--- src/hw/rtl/btlv_pkg.sv ---
// Package for the BER-TLV stream parser: beat structs, phase and event codes,
// and the EMV tag constants. No dependencies.
package btlv_pkg;

  // Field widths fixed by the interface
  localparam int BUF_LEN_W = 16;
  localparam int TAG_W     = 24;
  localparam int LACC_W    = 24;
  localparam int VLEN_W    = 16;

  // Input command codes
  localparam logic CMD_START = 1'b0;
  localparam logic CMD_DATA  = 1'b1;

  // Result kinds
  localparam logic [1:0] KIND_HEADER = 2'd0;
  localparam logic [1:0] KIND_VALUE  = 2'd1;
  localparam logic [1:0] KIND_ERROR  = 2'd2;

  // Error codes
  localparam logic [1:0] ERR_LEN_OCTETS = 2'd0;
  localparam logic [1:0] ERR_OVERRUN    = 2'd1;
  localparam logic [1:0] ERR_INDEFINITE = 2'd2;

  // Byte-level constants
  localparam logic [4:0] TAG_MORE_MASK = 5'h1F;
  localparam logic [7:0] LEN_INDEF     = 8'h80;

  // Template (constructed) tags
  localparam logic [TAG_W-1:0] TAG_FCI_DISC  = 24'h00bf0c;
  localparam logic [TAG_W-1:0] TAG_APP_TMPL  = 24'h000061;
  localparam logic [TAG_W-1:0] TAG_FCI_TMPL  = 24'h00006f;
  localparam logic [TAG_W-1:0] TAG_REC_TMPL  = 24'h000070;
  localparam logic [TAG_W-1:0] TAG_RSP_TMPL  = 24'h000077;
  localparam logic [TAG_W-1:0] TAG_FCI_PROP  = 24'h0000a5;

  // Tag-length list tags
  localparam logic [TAG_W-1:0] TAG_PDOL      = 24'h009f38;
  localparam logic [TAG_W-1:0] TAG_LOG_ENTRY = 24'h009f4f;

  // Parser phase
  typedef enum logic [2:0] {
    PH_IDLE  = 3'd0,
    PH_TAG1  = 3'd1,
    PH_TAG2  = 3'd2,
    PH_TAG3  = 3'd3,
    PH_LEN1  = 3'd4,
    PH_LENX  = 3'd5,
    PH_VALUE = 3'd6
  } phase_t;

  // What a data beat produces
  typedef enum logic [1:0] {
    EV_NONE   = 2'd0,
    EV_HEADER = 2'd1,
    EV_VALUE  = 2'd2,
    EV_ERROR  = 2'd3
  } evt_t;

  // Tag classification
  typedef struct packed {
    logic constructed;
    logic list_format;
  } tag_class_t;

  // Input beat
  typedef struct packed {
    logic                 command;
    logic [7:0]           byte_value;
    logic [BUF_LEN_W-1:0] buffer_length;
  } in_t;

  // Result beat
  typedef struct packed {
    logic [1:0]        kind;
    logic [TAG_W-1:0]  tag_number;
    logic [1:0]        tag_size;
    logic [VLEN_W-1:0] value_length;
    logic              constructed;
    logic              list_format;
    logic [7:0]        data_out;
    logic              last_of_value;
    logic              buffer_done;
    logic [1:0]        error_code;
  } out_t;

endpackage

--- src/hw/rtl/btlv_tag_class.sv ---
// Tag classifier: flags template (constructed) tags and tag-length list tags.
// Depends on btlv_pkg.
module btlv_tag_class (
  input  logic [btlv_pkg::TAG_W-1:0] tag,
  output btlv_pkg::tag_class_t       cls
);
  import btlv_pkg::*;

  // compare against the fixed EMV tag set
  always_comb begin
    cls.constructed = (tag == TAG_FCI_DISC) || (tag == TAG_APP_TMPL) ||
                      (tag == TAG_FCI_TMPL) || (tag == TAG_REC_TMPL) ||
                      (tag == TAG_RSP_TMPL) || (tag == TAG_FCI_PROP);
    cls.list_format = (tag == TAG_PDOL) || (tag == TAG_LOG_ENTRY);
  end

endmodule

--- src/hw/rtl/ber_tlv_stream_parser.sv ---
// BER-TLV stream parser, top level. Depends on btlv_pkg and btlv_tag_class.
// Latency: a result appears in the cycle after the beat that causes it.
// Throughput: one input beat per cycle unless a held result stalls it; the
// parser state updates in the accepting cycle; the result register frees when taken.
// Reset (rst, synchronous, active high): phase idle, no buffer open, error
// latch clear, result register empty.
module ber_tlv_stream_parser #(
  parameter int MAX_LEN_OCTETS = 4,
  parameter int LENGTH_BITS    = 16
) (
  input  logic            clk,
  input  logic            rst,
  input  logic            item_valid,
  output logic            item_ready,
  input  btlv_pkg::in_t   item,
  output logic            result_valid,
  input  logic            result_ready,
  output btlv_pkg::out_t  result
);
  import btlv_pkg::*;

  // buffer counter keeps only the low bits of the length field
  localparam int RW = (LENGTH_BITS < BUF_LEN_W) ? LENGTH_BITS : BUF_LEN_W;
  localparam logic [7:0] MAX_OCT = 8'(MAX_LEN_OCTETS);

  // parser state
  phase_t             phase, phase_next;
  logic [RW-1:0]      bytes_remaining, bytes_remaining_next;
  logic [TAG_W-1:0]   tag_acc, tag_acc_next;
  logic [1:0]         tag_count, tag_count_next;
  logic [2:0]         len_left, len_left_next;
  logic [LACC_W-1:0]  len_acc, len_acc_next;
  logic [VLEN_W-1:0]  value_left, value_left_next;
  logic               err_latched, err_latched_next;

  // per-beat decode
  logic               accept;
  logic [7:0]         b;
  logic [RW-1:0]      br_dec;
  logic               check_end;
  logic               finish;
  logic               mismatch;
  evt_t               evt;
  logic [1:0]         ecode;
  tag_class_t         cls;
  out_t               result_next;

  assign accept     = item_valid && item_ready;
  assign item_ready = !result_valid || result_ready;
  assign b          = item.byte_value;
  assign br_dec     = bytes_remaining - RW'(1);

  btlv_tag_class u_tag_class (
    .tag (tag_acc),
    .cls (cls)
  );

  // next state
  always_comb begin
    phase_next           = phase;
    bytes_remaining_next = bytes_remaining;
    tag_acc_next         = tag_acc;
    tag_count_next       = tag_count;
    len_left_next        = len_left;
    len_acc_next         = len_acc;
    value_left_next      = value_left;
    err_latched_next     = err_latched;
    evt                  = EV_NONE;
    ecode                = ERR_LEN_OCTETS;
    check_end            = 1'b0;
    finish               = 1'b0;
    mismatch             = 1'b0;
    if (accept) begin
      if (item.command == CMD_START) begin
        // new buffer: everything restarts
        bytes_remaining_next = item.buffer_length[RW-1:0];
        tag_acc_next         = '0;
        tag_count_next       = '0;
        len_left_next        = '0;
        len_acc_next         = '0;
        value_left_next      = '0;
        err_latched_next     = 1'b0;
        phase_next = (item.buffer_length[RW-1:0] != '0) ? PH_TAG1 : PH_IDLE;
      end else if (phase == PH_IDLE || err_latched || bytes_remaining == '0) begin
        phase_next = PH_IDLE;
      end else begin
        bytes_remaining_next = br_dec;
        unique case (phase)
          PH_TAG1: begin
            tag_acc_next   = {16'h0000, b};
            tag_count_next = 2'd1;
            len_acc_next   = '0;
            len_left_next  = '0;
            phase_next     = (b[4:0] == TAG_MORE_MASK) ? PH_TAG2 : PH_LEN1;
            check_end      = 1'b1;
          end
          PH_TAG2: begin
            tag_acc_next   = {tag_acc[15:0], b};
            tag_count_next = 2'd2;
            phase_next     = b[7] ? PH_TAG3 : PH_LEN1;
            check_end      = 1'b1;
          end
          PH_TAG3: begin
            tag_acc_next   = {tag_acc[15:0], b};
            tag_count_next = 2'd3;
            phase_next     = PH_LEN1;
            check_end      = 1'b1;
          end
          PH_LEN1: begin
            if (b == LEN_INDEF) begin
              evt   = EV_ERROR;
              ecode = ERR_INDEFINITE;
            end else if (!b[7]) begin
              len_acc_next = {16'h0000, b};
              finish       = 1'b1;
            end else if (({1'b0, b[6:0]} + 8'd1) > MAX_OCT) begin
              evt   = EV_ERROR;
              ecode = ERR_LEN_OCTETS;
            end else begin
              len_left_next = b[2:0];
              len_acc_next  = '0;
              phase_next    = PH_LENX;
              check_end     = 1'b1;
            end
          end
          PH_LENX: begin
            len_acc_next  = {len_acc[15:0], b};
            len_left_next = len_left - 3'd1;
            if (len_left_next == 3'd0) begin
              finish = 1'b1;
            end else begin
              check_end = 1'b1;
            end
          end
          PH_VALUE: begin
            value_left_next = value_left - VLEN_W'(1);
            evt             = EV_VALUE;
            if (value_left_next == '0) begin
              phase_next = (br_dec != '0) ? PH_TAG1 : PH_IDLE;
            end
          end
          default: begin
            phase_next = PH_IDLE;
          end
        endcase

        // buffer ran out inside a header
        if (check_end && br_dec == '0) begin
          evt   = EV_ERROR;
          ecode = ERR_OVERRUN;
        end

        // header complete: check the length against what is left
        if (finish) begin
          mismatch = cls.constructed ? (len_acc_next != LACC_W'(br_dec))
                                     : (len_acc_next >  LACC_W'(br_dec));
          if (mismatch) begin
            evt   = EV_ERROR;
            ecode = ERR_OVERRUN;
          end else begin
            evt = EV_HEADER;
            if (!cls.constructed && len_acc_next != '0) begin
              value_left_next = len_acc_next[VLEN_W-1:0];
              phase_next      = PH_VALUE;
            end else begin
              phase_next = (br_dec != '0) ? PH_TAG1 : PH_IDLE;
            end
          end
        end

        if (evt == EV_ERROR) begin
          phase_next       = PH_IDLE;
          err_latched_next = 1'b1;
        end
      end
    end
  end

  // result beat contents
  always_comb begin
    result_next = '0;
    case (evt)
      EV_HEADER: begin
        result_next.kind         = KIND_HEADER;
        result_next.tag_number   = tag_acc;
        result_next.tag_size     = tag_count;
        result_next.value_length = len_acc_next[VLEN_W-1:0];
        result_next.constructed  = cls.constructed;
        result_next.list_format  = cls.list_format;
        result_next.buffer_done  = (br_dec == '0);
      end
      EV_VALUE: begin
        result_next.kind          = KIND_VALUE;
        result_next.data_out      = b;
        result_next.last_of_value = (value_left_next == '0);
        result_next.buffer_done   = (br_dec == '0);
      end
      EV_ERROR: begin
        result_next.kind        = KIND_ERROR;
        result_next.error_code  = ecode;
        result_next.buffer_done = (br_dec == '0);
      end
      default: begin
        result_next = '0;
      end
    endcase
  end

  // state registers
  always_ff @(posedge clk) begin
    if (rst) begin
      phase           <= PH_IDLE;
      bytes_remaining <= '0;
      tag_acc         <= '0;
      tag_count       <= '0;
      len_left        <= '0;
      len_acc         <= '0;
      value_left      <= '0;
      err_latched     <= 1'b0;
    end else begin
      phase           <= phase_next;
      bytes_remaining <= bytes_remaining_next;
      tag_acc         <= tag_acc_next;
      tag_count       <= tag_count_next;
      len_left        <= len_left_next;
      len_acc         <= len_acc_next;
      value_left      <= value_left_next;
      err_latched     <= err_latched_next;
    end
  end

  // result register: holds a beat until taken
  always_ff @(posedge clk) begin
    if (rst) begin
      result_valid <= 1'b0;
    end else if (accept) begin
      result_valid <= (evt != EV_NONE);
    end else if (result_ready) begin
      result_valid <= 1'b0;
    end
  end

  always_ff @(posedge clk) begin
    if (accept && evt != EV_NONE) begin
      result <= result_next;
    end
  end

endmodule

--- config.mk ---
export PLATFORM = sky130hd
export DESIGN_NAME = ber_tlv_stream_parser
export DESIGN_NICKNAME = d
export VERILOG_FILES = /design/src/hw/rtl/btlv_pkg.sv /design/src/hw/rtl/btlv_tag_class.sv /design/src/hw/rtl/ber_tlv_stream_parser.sv
export SDC_FILE = /design/constraint.sdc
export NUM_CORES = 1
export LEC_CHECK = 0
export ABC_AREA = 1
export BUFFER_PORTS_ARGS = -buffer_cell sky130_fd_sc_hd__buf_2
export CORE_AREA = 2 2 214 163
export DETAILED_ROUTE_END_ITERATION = 16
export DIE_AREA = 0 0 216 165
export PLACE_DENSITY_LB_ADDON = 0.05
export SLEW_MARGIN = 0
export SYNTH_ARGS = -nofsm -noshare
export SYNTH_HDL_FRONTEND = slang
export SYNTH_SLANG_ARGS = --single-unit
export TNS_END_PERCENT = 1
--- constraint.sdc ---
create_clock -name clk -period 3.89 [get_ports clk]
set_input_delay 0.778 -clock clk [delete_from_list [all_inputs] [get_ports clk]]
set_output_delay 0.778 -clock clk [all_outputs]
set_load 0.02 [all_outputs]
==> results of run 1 <==
==> logic make-up (layout without fill, tap and decap cells) <==
logic type	after synthesis	in the layout	synth area share, %
flops	148	148	42.8
xor+xnor	25	25	2.65
fa+ha+maj	24	24	3.63
buf+inv	173	357	8.28
simple gates	612	615	31.7
compound gates	156	156	10.9
==> critical path: cells and delay by family <==
family                     cells  cell delay (ns)
and+or+nand+nor               24             2.39
adders and majority gates      2             0.52
buffers and inverters          3             0.28
AOI/OAI and AO/OA              2             0.21
==> final cells by class <==
type	instances	area share (%)
clock buffers	17	3.89
clock inverters	15	1.55
inverters	134	4.63
multi-input cells	820	40.7
flip-flops and latches	148	32.4
well taps	450	5.15
repair buffers	191	11.7
==> final timing paths <==
path         slack (ns)           end
max                0.03     result[3]
min reg2reg        0.46  tag_count[0]
max reg2reg        0.13     result[3]
min                0.46  tag_count[0]
==> cells in the final DEF, fill, tap and decap left out, types with 5 or more instances in the layout <==
cell type	Yosys	routed
a211oi_1	5	5
a21oi_1	71	65
a21oi_2	2	8
a22oi_1	15	15
buf_2	5	84
buf_4	0	98
buf_6	4	6
clkbuf_16	0	17
dfxtp_1	90	90
edfxtp_1	58	58
ha_1	24	12
ha_4	0	12
inv_1	121	117
inv_2	10	14
nand2_1	306	275
nand2_2	9	35
nand2_4	0	5
nand3_1	58	53
nand3_2	2	7
nand3_4	4	6
nand3b_1	5	5
nand4_1	21	21
nor2_1	173	166
nor2_2	2	8
nor2_4	3	5
nor3_1	15	11
nor4_1	8	8
o211ai_1	7	7
o21ai_0	38	35
xnor2_1	5	5
xor2_1	20	18
==> what timing repair did <==
item	4_1_cts	5_1_grt
cloned	3	0
resized for setup	2	85
endpoints found under the setup margin	1	67
setup buffers	0	7
pin swaps	5	43
==> stage by stage <==
step / setup TNS, ns / util [%] / instance area (sq um) / std cells / total power (W)
after floorplan: -0.0450 / - / 8280 / 1138 / 0.00192
after global placement: -10.97 / 29.6 / 9870 / 1733 / 0.00213
after detailed placement: -10.77 / 29.6 / 9870 / 1733 / 0.00212
after CTS: 0 / 31.5 / 10500 / 1768 / 0.00386
after global routing: -0.909 / 32.8 / 10900 / 1775 / 0.00404
final: 0 / 32.8 / 10900 / 1775 / 0.00387
==> sequential cells by signal, indices dropped and copies added, names as in the netlist <==
name	cells
err_latched	1
tag_count	2
len_left	3
result_valid	1
tag_acc	24
value_left	16
len_acc	24
phase	3
result	58
bytes_remaining	16
==> report_power, final <==
part	total [W]	switching [W]	internal [W]
Clock	0.00172	0.000758	0.000963
Sequential	0.00163	0.0000165	0.00161
Combinational	0.000518	0.000320	0.000198
==> metal layers <==
metal	up-vias	GRT usage [%]	share of wire (%)
met1	3654	28.0	57
met2	163	22.9	38
met5	-	0	0
met4	0	3.92	0.90
li1	4061	-	-
met3	18	2.76	3.8
==> results_dict.tcl, run 1 <==
set metrics [dict create \
    run_status "complete, no violations" \
    rsz0062_at_grt "true" \
    finalMaxSlewViolations 0 \
    cts.clk_slew.worst_paths_ns 0.08 \
    vias 7896 \
    clock_sinks 148 \
    multi_input_area_sq_mm 0.00446 \
    setup_viol 0 \
    crit_path_start_kind "input port" \
    cp-startpoint "item[19]" \
    initialDrtViolationCount 460 \
    clkLatencyLatePin_ns 0.44 \
    grtUsageTotal_pct 17.2 \
    ant_nets 0 \
    critPathSlowestCell "ha_1" \
    ys_types 43 \
    synth_area_sq_mm 0.00828 \
    cts_made_buffers 17 \
    cts-hold-fix-buffers 0 \
    power_density_mw_per_mm2 353 \
    first_pass_iters 5 \
    p_leak_nw 4.66 \
    drive_gt1_share_pct 25.4 \
    drc 0 \
    hpwl_mm 22.8 \
    slew_headroom_pct 32.3 \
    tightest_slew_ns 1.01 \
    cts_tree "yes" \
    yosys-top-cells-count "nand2_1 (306), nor2_1 (173), inv_1 (121)" \
    crit_required_ns 4.20 \
    die_y_um 165 \
    synth_cells 1138 \
    cpMostUsedCell "nand2_1" \
    finalClockSkew_ns 0.0167 \
    antenna_found_initial 0 \
    grt_overflow 0 \
    die_x_um 216 \
    coreArea_sq_mm 0.0334 \
    maxCapViolCount 0 \
    cts_buffer_depth 2 \
    gp_congestion 0.840 \
    start_util_pct 24.8 \
    nFillCells 3635 \
    fmax_ghz 0.259 \
    avgViaCountPerCell 4.45 \
    syn_area_per_cell_sq_um 7.27 \
    period_needed_ns 3.86 \
    worst-path-max-fanout 8 \
    crit_arrival_ns 4.17 \
    hold_depth 2 \
    synth_area_leader_cell "dfxtp_1" \
    yosysSeqAreaShare_pct 42.8 \
    syn_nets 1191 \
    hold_viol 0 \
    grt_pass1_vias 7465 \
    hold_start "tag_count[0]" \
    rows 58 \
    port_buffers 88 \
    max_stage_delay_ns 0.29 \
    criticalPathCategory "input port to flip-flop" \
    synth_area_leaders "dfxtp_1 (22%), edfxtp_1 (21%), nand2_1 (14%)" \
    root_buffer "clkbuf_16" \
    synthArstFlopShare_pct 0 \
    grt_max_degree 82 \
    ir_worst_vdd_mv 0.228 \
    holdCritPathClass "flip-flop to flip-flop" \
    synth_seq_cells 148 \
    yosys.area.top_type_share_pct 21.8 \
    h-tree-depth 4 \
    fp.dieArea_sq_mm 0.0356 \
    place_ws_ns -0.471 \
    finalWirelength_mm 30.6 \
    holdWs_ns 0.463 \
    wl_per_cell_um 17.2 \
    setup_ws_ns 0.0317 \
    grt_pass1_wl_mm 46.1 \
    synth_most_common_cell "nand2_1" \
    area_growth_pct 32.2 \
    reg2reg_from "bytes_remaining[1]" \
    fin_crit_sh_pct 99.2 \
    endpoint_kind "flip-flop" \
    io_pins 89 \
    insertedDiodeCount 0 \
    nets 1365 \
    ys_warn_count 0 \
    r2r_cells 28 \
    seq_area_sq_mm 0.00354 \
    synth_edf_count 58 \
    ys.flop_type "dfxtp_1" \
]
No activity file was read; power rests on OpenSTA's default activity.
==> inputs of run 2 (changes only) <==
Settings changed: ABC_AREA 1 to default, CORE_AREA 2 2 214 163 to 2 2 209 160, DIE_AREA 0 0 216 165 to 0 0 211 162.
==> results_dict.tcl, run 2 <==
set metrics [dict create \
    run_status "finished, violations left" \
    violations "setup timing" \
    drive_gt1_share_pct 35.0 \
    crit_required_ns 4.15 \
    critPathSlowestCell "a221o_1" \
    design_area_sq_mm 0.0111 \
    switchingPower_w 0.00108 \
    grtUsageTotal_pct 18.9 \
    finalClockSkew_ns 0.0129 \
    yosysSeqAreaShare_pct 44.7 \
    clkPwrFrac_pct 42.2 \
    vias 7598 \
    rsz0062_at_grt "true" \
    p_int_w 0.00276 \
    reg2reg_from "bytes_remaining[1]" \
    maxCapViolCount 0 \
    final_cell_mix "buf_4 (164), nor2_1 (122), dfxtp_1 (90), buf_2 (84), edfxtp_1 (58)" \
    place_ws_ns -1.60 \
    cts-hold-fix-buffers 0 \
    io_pins 89 \
    finalMaxSlewViolations 0 \
    die_x_um 211 \
    crit_arrival_ns 4.90 \
    coreArea_sq_mm 0.0320 \
    fin_cells 1521 \
    hold_end "tag_count[1]" \
    tightest_slew_ns 0.758 \
    seq_area_sq_mm 0.00354 \
    nets 1148 \
    grt_pass1_wl_mm 48.3 \
    swShare_pct 28.1 \
    ys_warn_count 0 \
    dp.cells 1465 \
    largest-register "result" \
    setup_viol 68 \
    clock_sinks 148 \
    synth_most_common_cell "nor2_1" \
    ys.flop_type "dfxtp_1" \
    fp.dieArea_sq_mm 0.0342 \
    holdCritPathClass "flip-flop to flip-flop" \
    cts.clk_slew.worst_paths_ns 0.07 \
    grt_pass1_vias 7361 \
    multi_input_area_sq_mm 0.00436 \
    p_leak_nw 4.18 \
    root_buffer "clkbuf_16" \
    postLayoutCoreUtil_pct 34.6 \
    synth_area_sq_mm 0.00792 \
    layout_commonest_cell "buf_4" \
    first_pass_iters 7 \
    synth_cells 866 \
    max_stage_delay_ns 0.31 \
    power_density_mw_per_mm2 347 \
    ys_types 77 \
    synth_edf_count 58 \
    ir_worst_vdd_mv 0.229 \
    power_w 0.00384 \
    synth_area_leader_cell "dfxtp_1" \
    largest_reg_flops 58 \
    yosys.area.top_type_share_pct 22.7 \
    dpl_cell_area_sq_mm 0.00994 \
    slew_headroom_pct 49.5 \
    syn_area_per_cell_sq_um 9.15 \
    start_util_pct 24.7 \
    r2r_cells 18 \
    syn_nets 919 \
    criticalPathCategory "input port to flip-flop" \
    avgViaCountPerCell 5.00 \
    finalWirelength_mm 31.9 \
    hold_depth 2 \
    hpwl_mm 23.7 \
    fmax_ghz 0.216 \
    p_seq_share_pct 42.3 \
    cts_tree "yes" \
    drc 0 \
    fin_crit_sh_pct 119 \
    insertedDiodeCount 0 \
    wl_per_cell_um 21.0 \
    die_y_um 162 \
    endpoint_kind "flip-flop" \
    r2r_end "result[3]" \
    crit_chain "buf_6 -> and4_4 -> ha_4 -> nor3_2 -> o211ai_1 -> a31oi_2 -> o21bai_4 -> buf_6 -> a22oi_2 -> inv_2 -> ha_1 -> and3_4 -> a221o_1 -> a21o_1 -> nor3_2 -> o211ai_1 -> or2_4 -> buf_4 -> buf_4 -> a31o_1 -> a211oi_2 -> nand4_1 -> nor4_2" \
    hold_start "tag_count[1]" \
    cts_buffer_depth 2 \
    crit_path_start_kind "input port" \
    worst-path-max-fanout 6 \
    hold_viol 0 \
    grt_overflow 0 \
    setup_ws_ns -0.750 \
    synth_seq_cells 148 \
    synth_area_leaders "dfxtp_1 (23%), edfxtp_1 (22%), a22oi_1 (6.2%)" \
    rows 57 \
    rrSetupSlack_ns -0.58 \
    yosys-top-cells-count "nor2_1 (124), dfxtp_1 (90), a22oi_1 (65)" \
    nFillCells 3340 \
    clkLatencyLatePin_ns 0.43 \
    area_growth_pct 39.7 \
    gp_congestion 0.802 \
    antenna_found_initial 0 \
    grt_max_degree 55 \
    synthArstFlopShare_pct 0 \
    port_buffers 88 \
    period_needed_ns 4.64 \
    initialDrtViolationCount 579 \
    h-tree-depth 4 \
    ant_nets 0 \
    cts_made_buffers 17 \
    p_comb_share_pct 15.5 \
    top_regs "result x58, len_acc x24, tag_acc x24" \
]
run 2: critical path, delay by kind of cell:
kind	cells	cell delay, ns
AND/OR/NAND/NOR	7	1.41
adder cells (fa/ha/maj)	2	0.46
AO/OA/AOI/OAI	9	1.69
buffers and inverters	5	0.55
run 2: worst max-delay path by stage:
stage,cells after the start,start,to
detailed placement,21,item[16],result[3]
global placement,21,item[16],result[3]
CTS,21,item[19],result[3]
finish,23,item[16],result[3]
global route,23,item[16],result[3]
floorplan,21,item[16],result[3]
run 2: per-layer routing:
| layer | up-vias | GRT usage (%) | routed length [um] |
|---|---|---|---|
| met2 | 195 | 25.8 | 12600 |
| met1 | 3710 | 30.7 | 17600 |
| met3 | 15 | 3.19 | 1530 |
| met4 | 0 | 3.17 | 214 |
| li1 | 3678 | - | - |
| met5 | - | 0 | 0 |
run 2: logic make-up after synthesis:
| family | after synthesis | share of synthesized area (%) |
|---|---|---|
| and+or+nand+nor | 363 | 24.0 |
| AOI/OAI and AO/OA | 214 | 19.7 |
| DFF | 148 | 44.7 |
| buffers and inverters | 93 | 5.04 |
| adders and majority gates | 24 | 3.79 |
| xor gates and xnor gates | 16 | 1.77 |
| muxes | 8 | 1.01 |
run 2: area by class of cell:
| cell class | count | share of cell area [%] |
|---|---|---|
| multi-input combinational | 626 | 39.4 |
| clock inverter | 13 | 1.01 |
| tap | 413 | 4.67 |
| sequential | 148 | 32.0 |
| clock buffer | 19 | 4.09 |
| timing repair buffer | 269 | 17.7 |
| inverter | 33 | 1.12 |
run 2: timing repair:
action,4_1_cts,5_1_grt
pin swaps,19,23
gates resized for setup,32,45
buffers inserted,19,3
endpoints found under the setup margin,68,118
gates cloned,2,0
run 2: per-stage QoR:
| stage | hold WS (ns) | TNS (ns) |
|---|---|---|
| floorplan | 0.448 | -22.48 |
| CTS | 0.497 | -22.41 |
| detailed placement | 0.483 | -62.71 |
| global placement | 0.461 | -57.66 |
| finish | 0.487 | -23.93 |
| global route | 0.535 | -34.65 |
run 2: power by group through the flow:
stage	logic (W)	clock network [W]	registers, W
after floorplan	0.000256	0	0.00166
after global placement	0.000543	0	0.00166
after detailed placement	0.000536	0	0.00166
after CTS	0.000572	0.00167	0.00163
after global routing	0.000645	0.00173	0.00163
final	0.000596	0.00162	0.00163
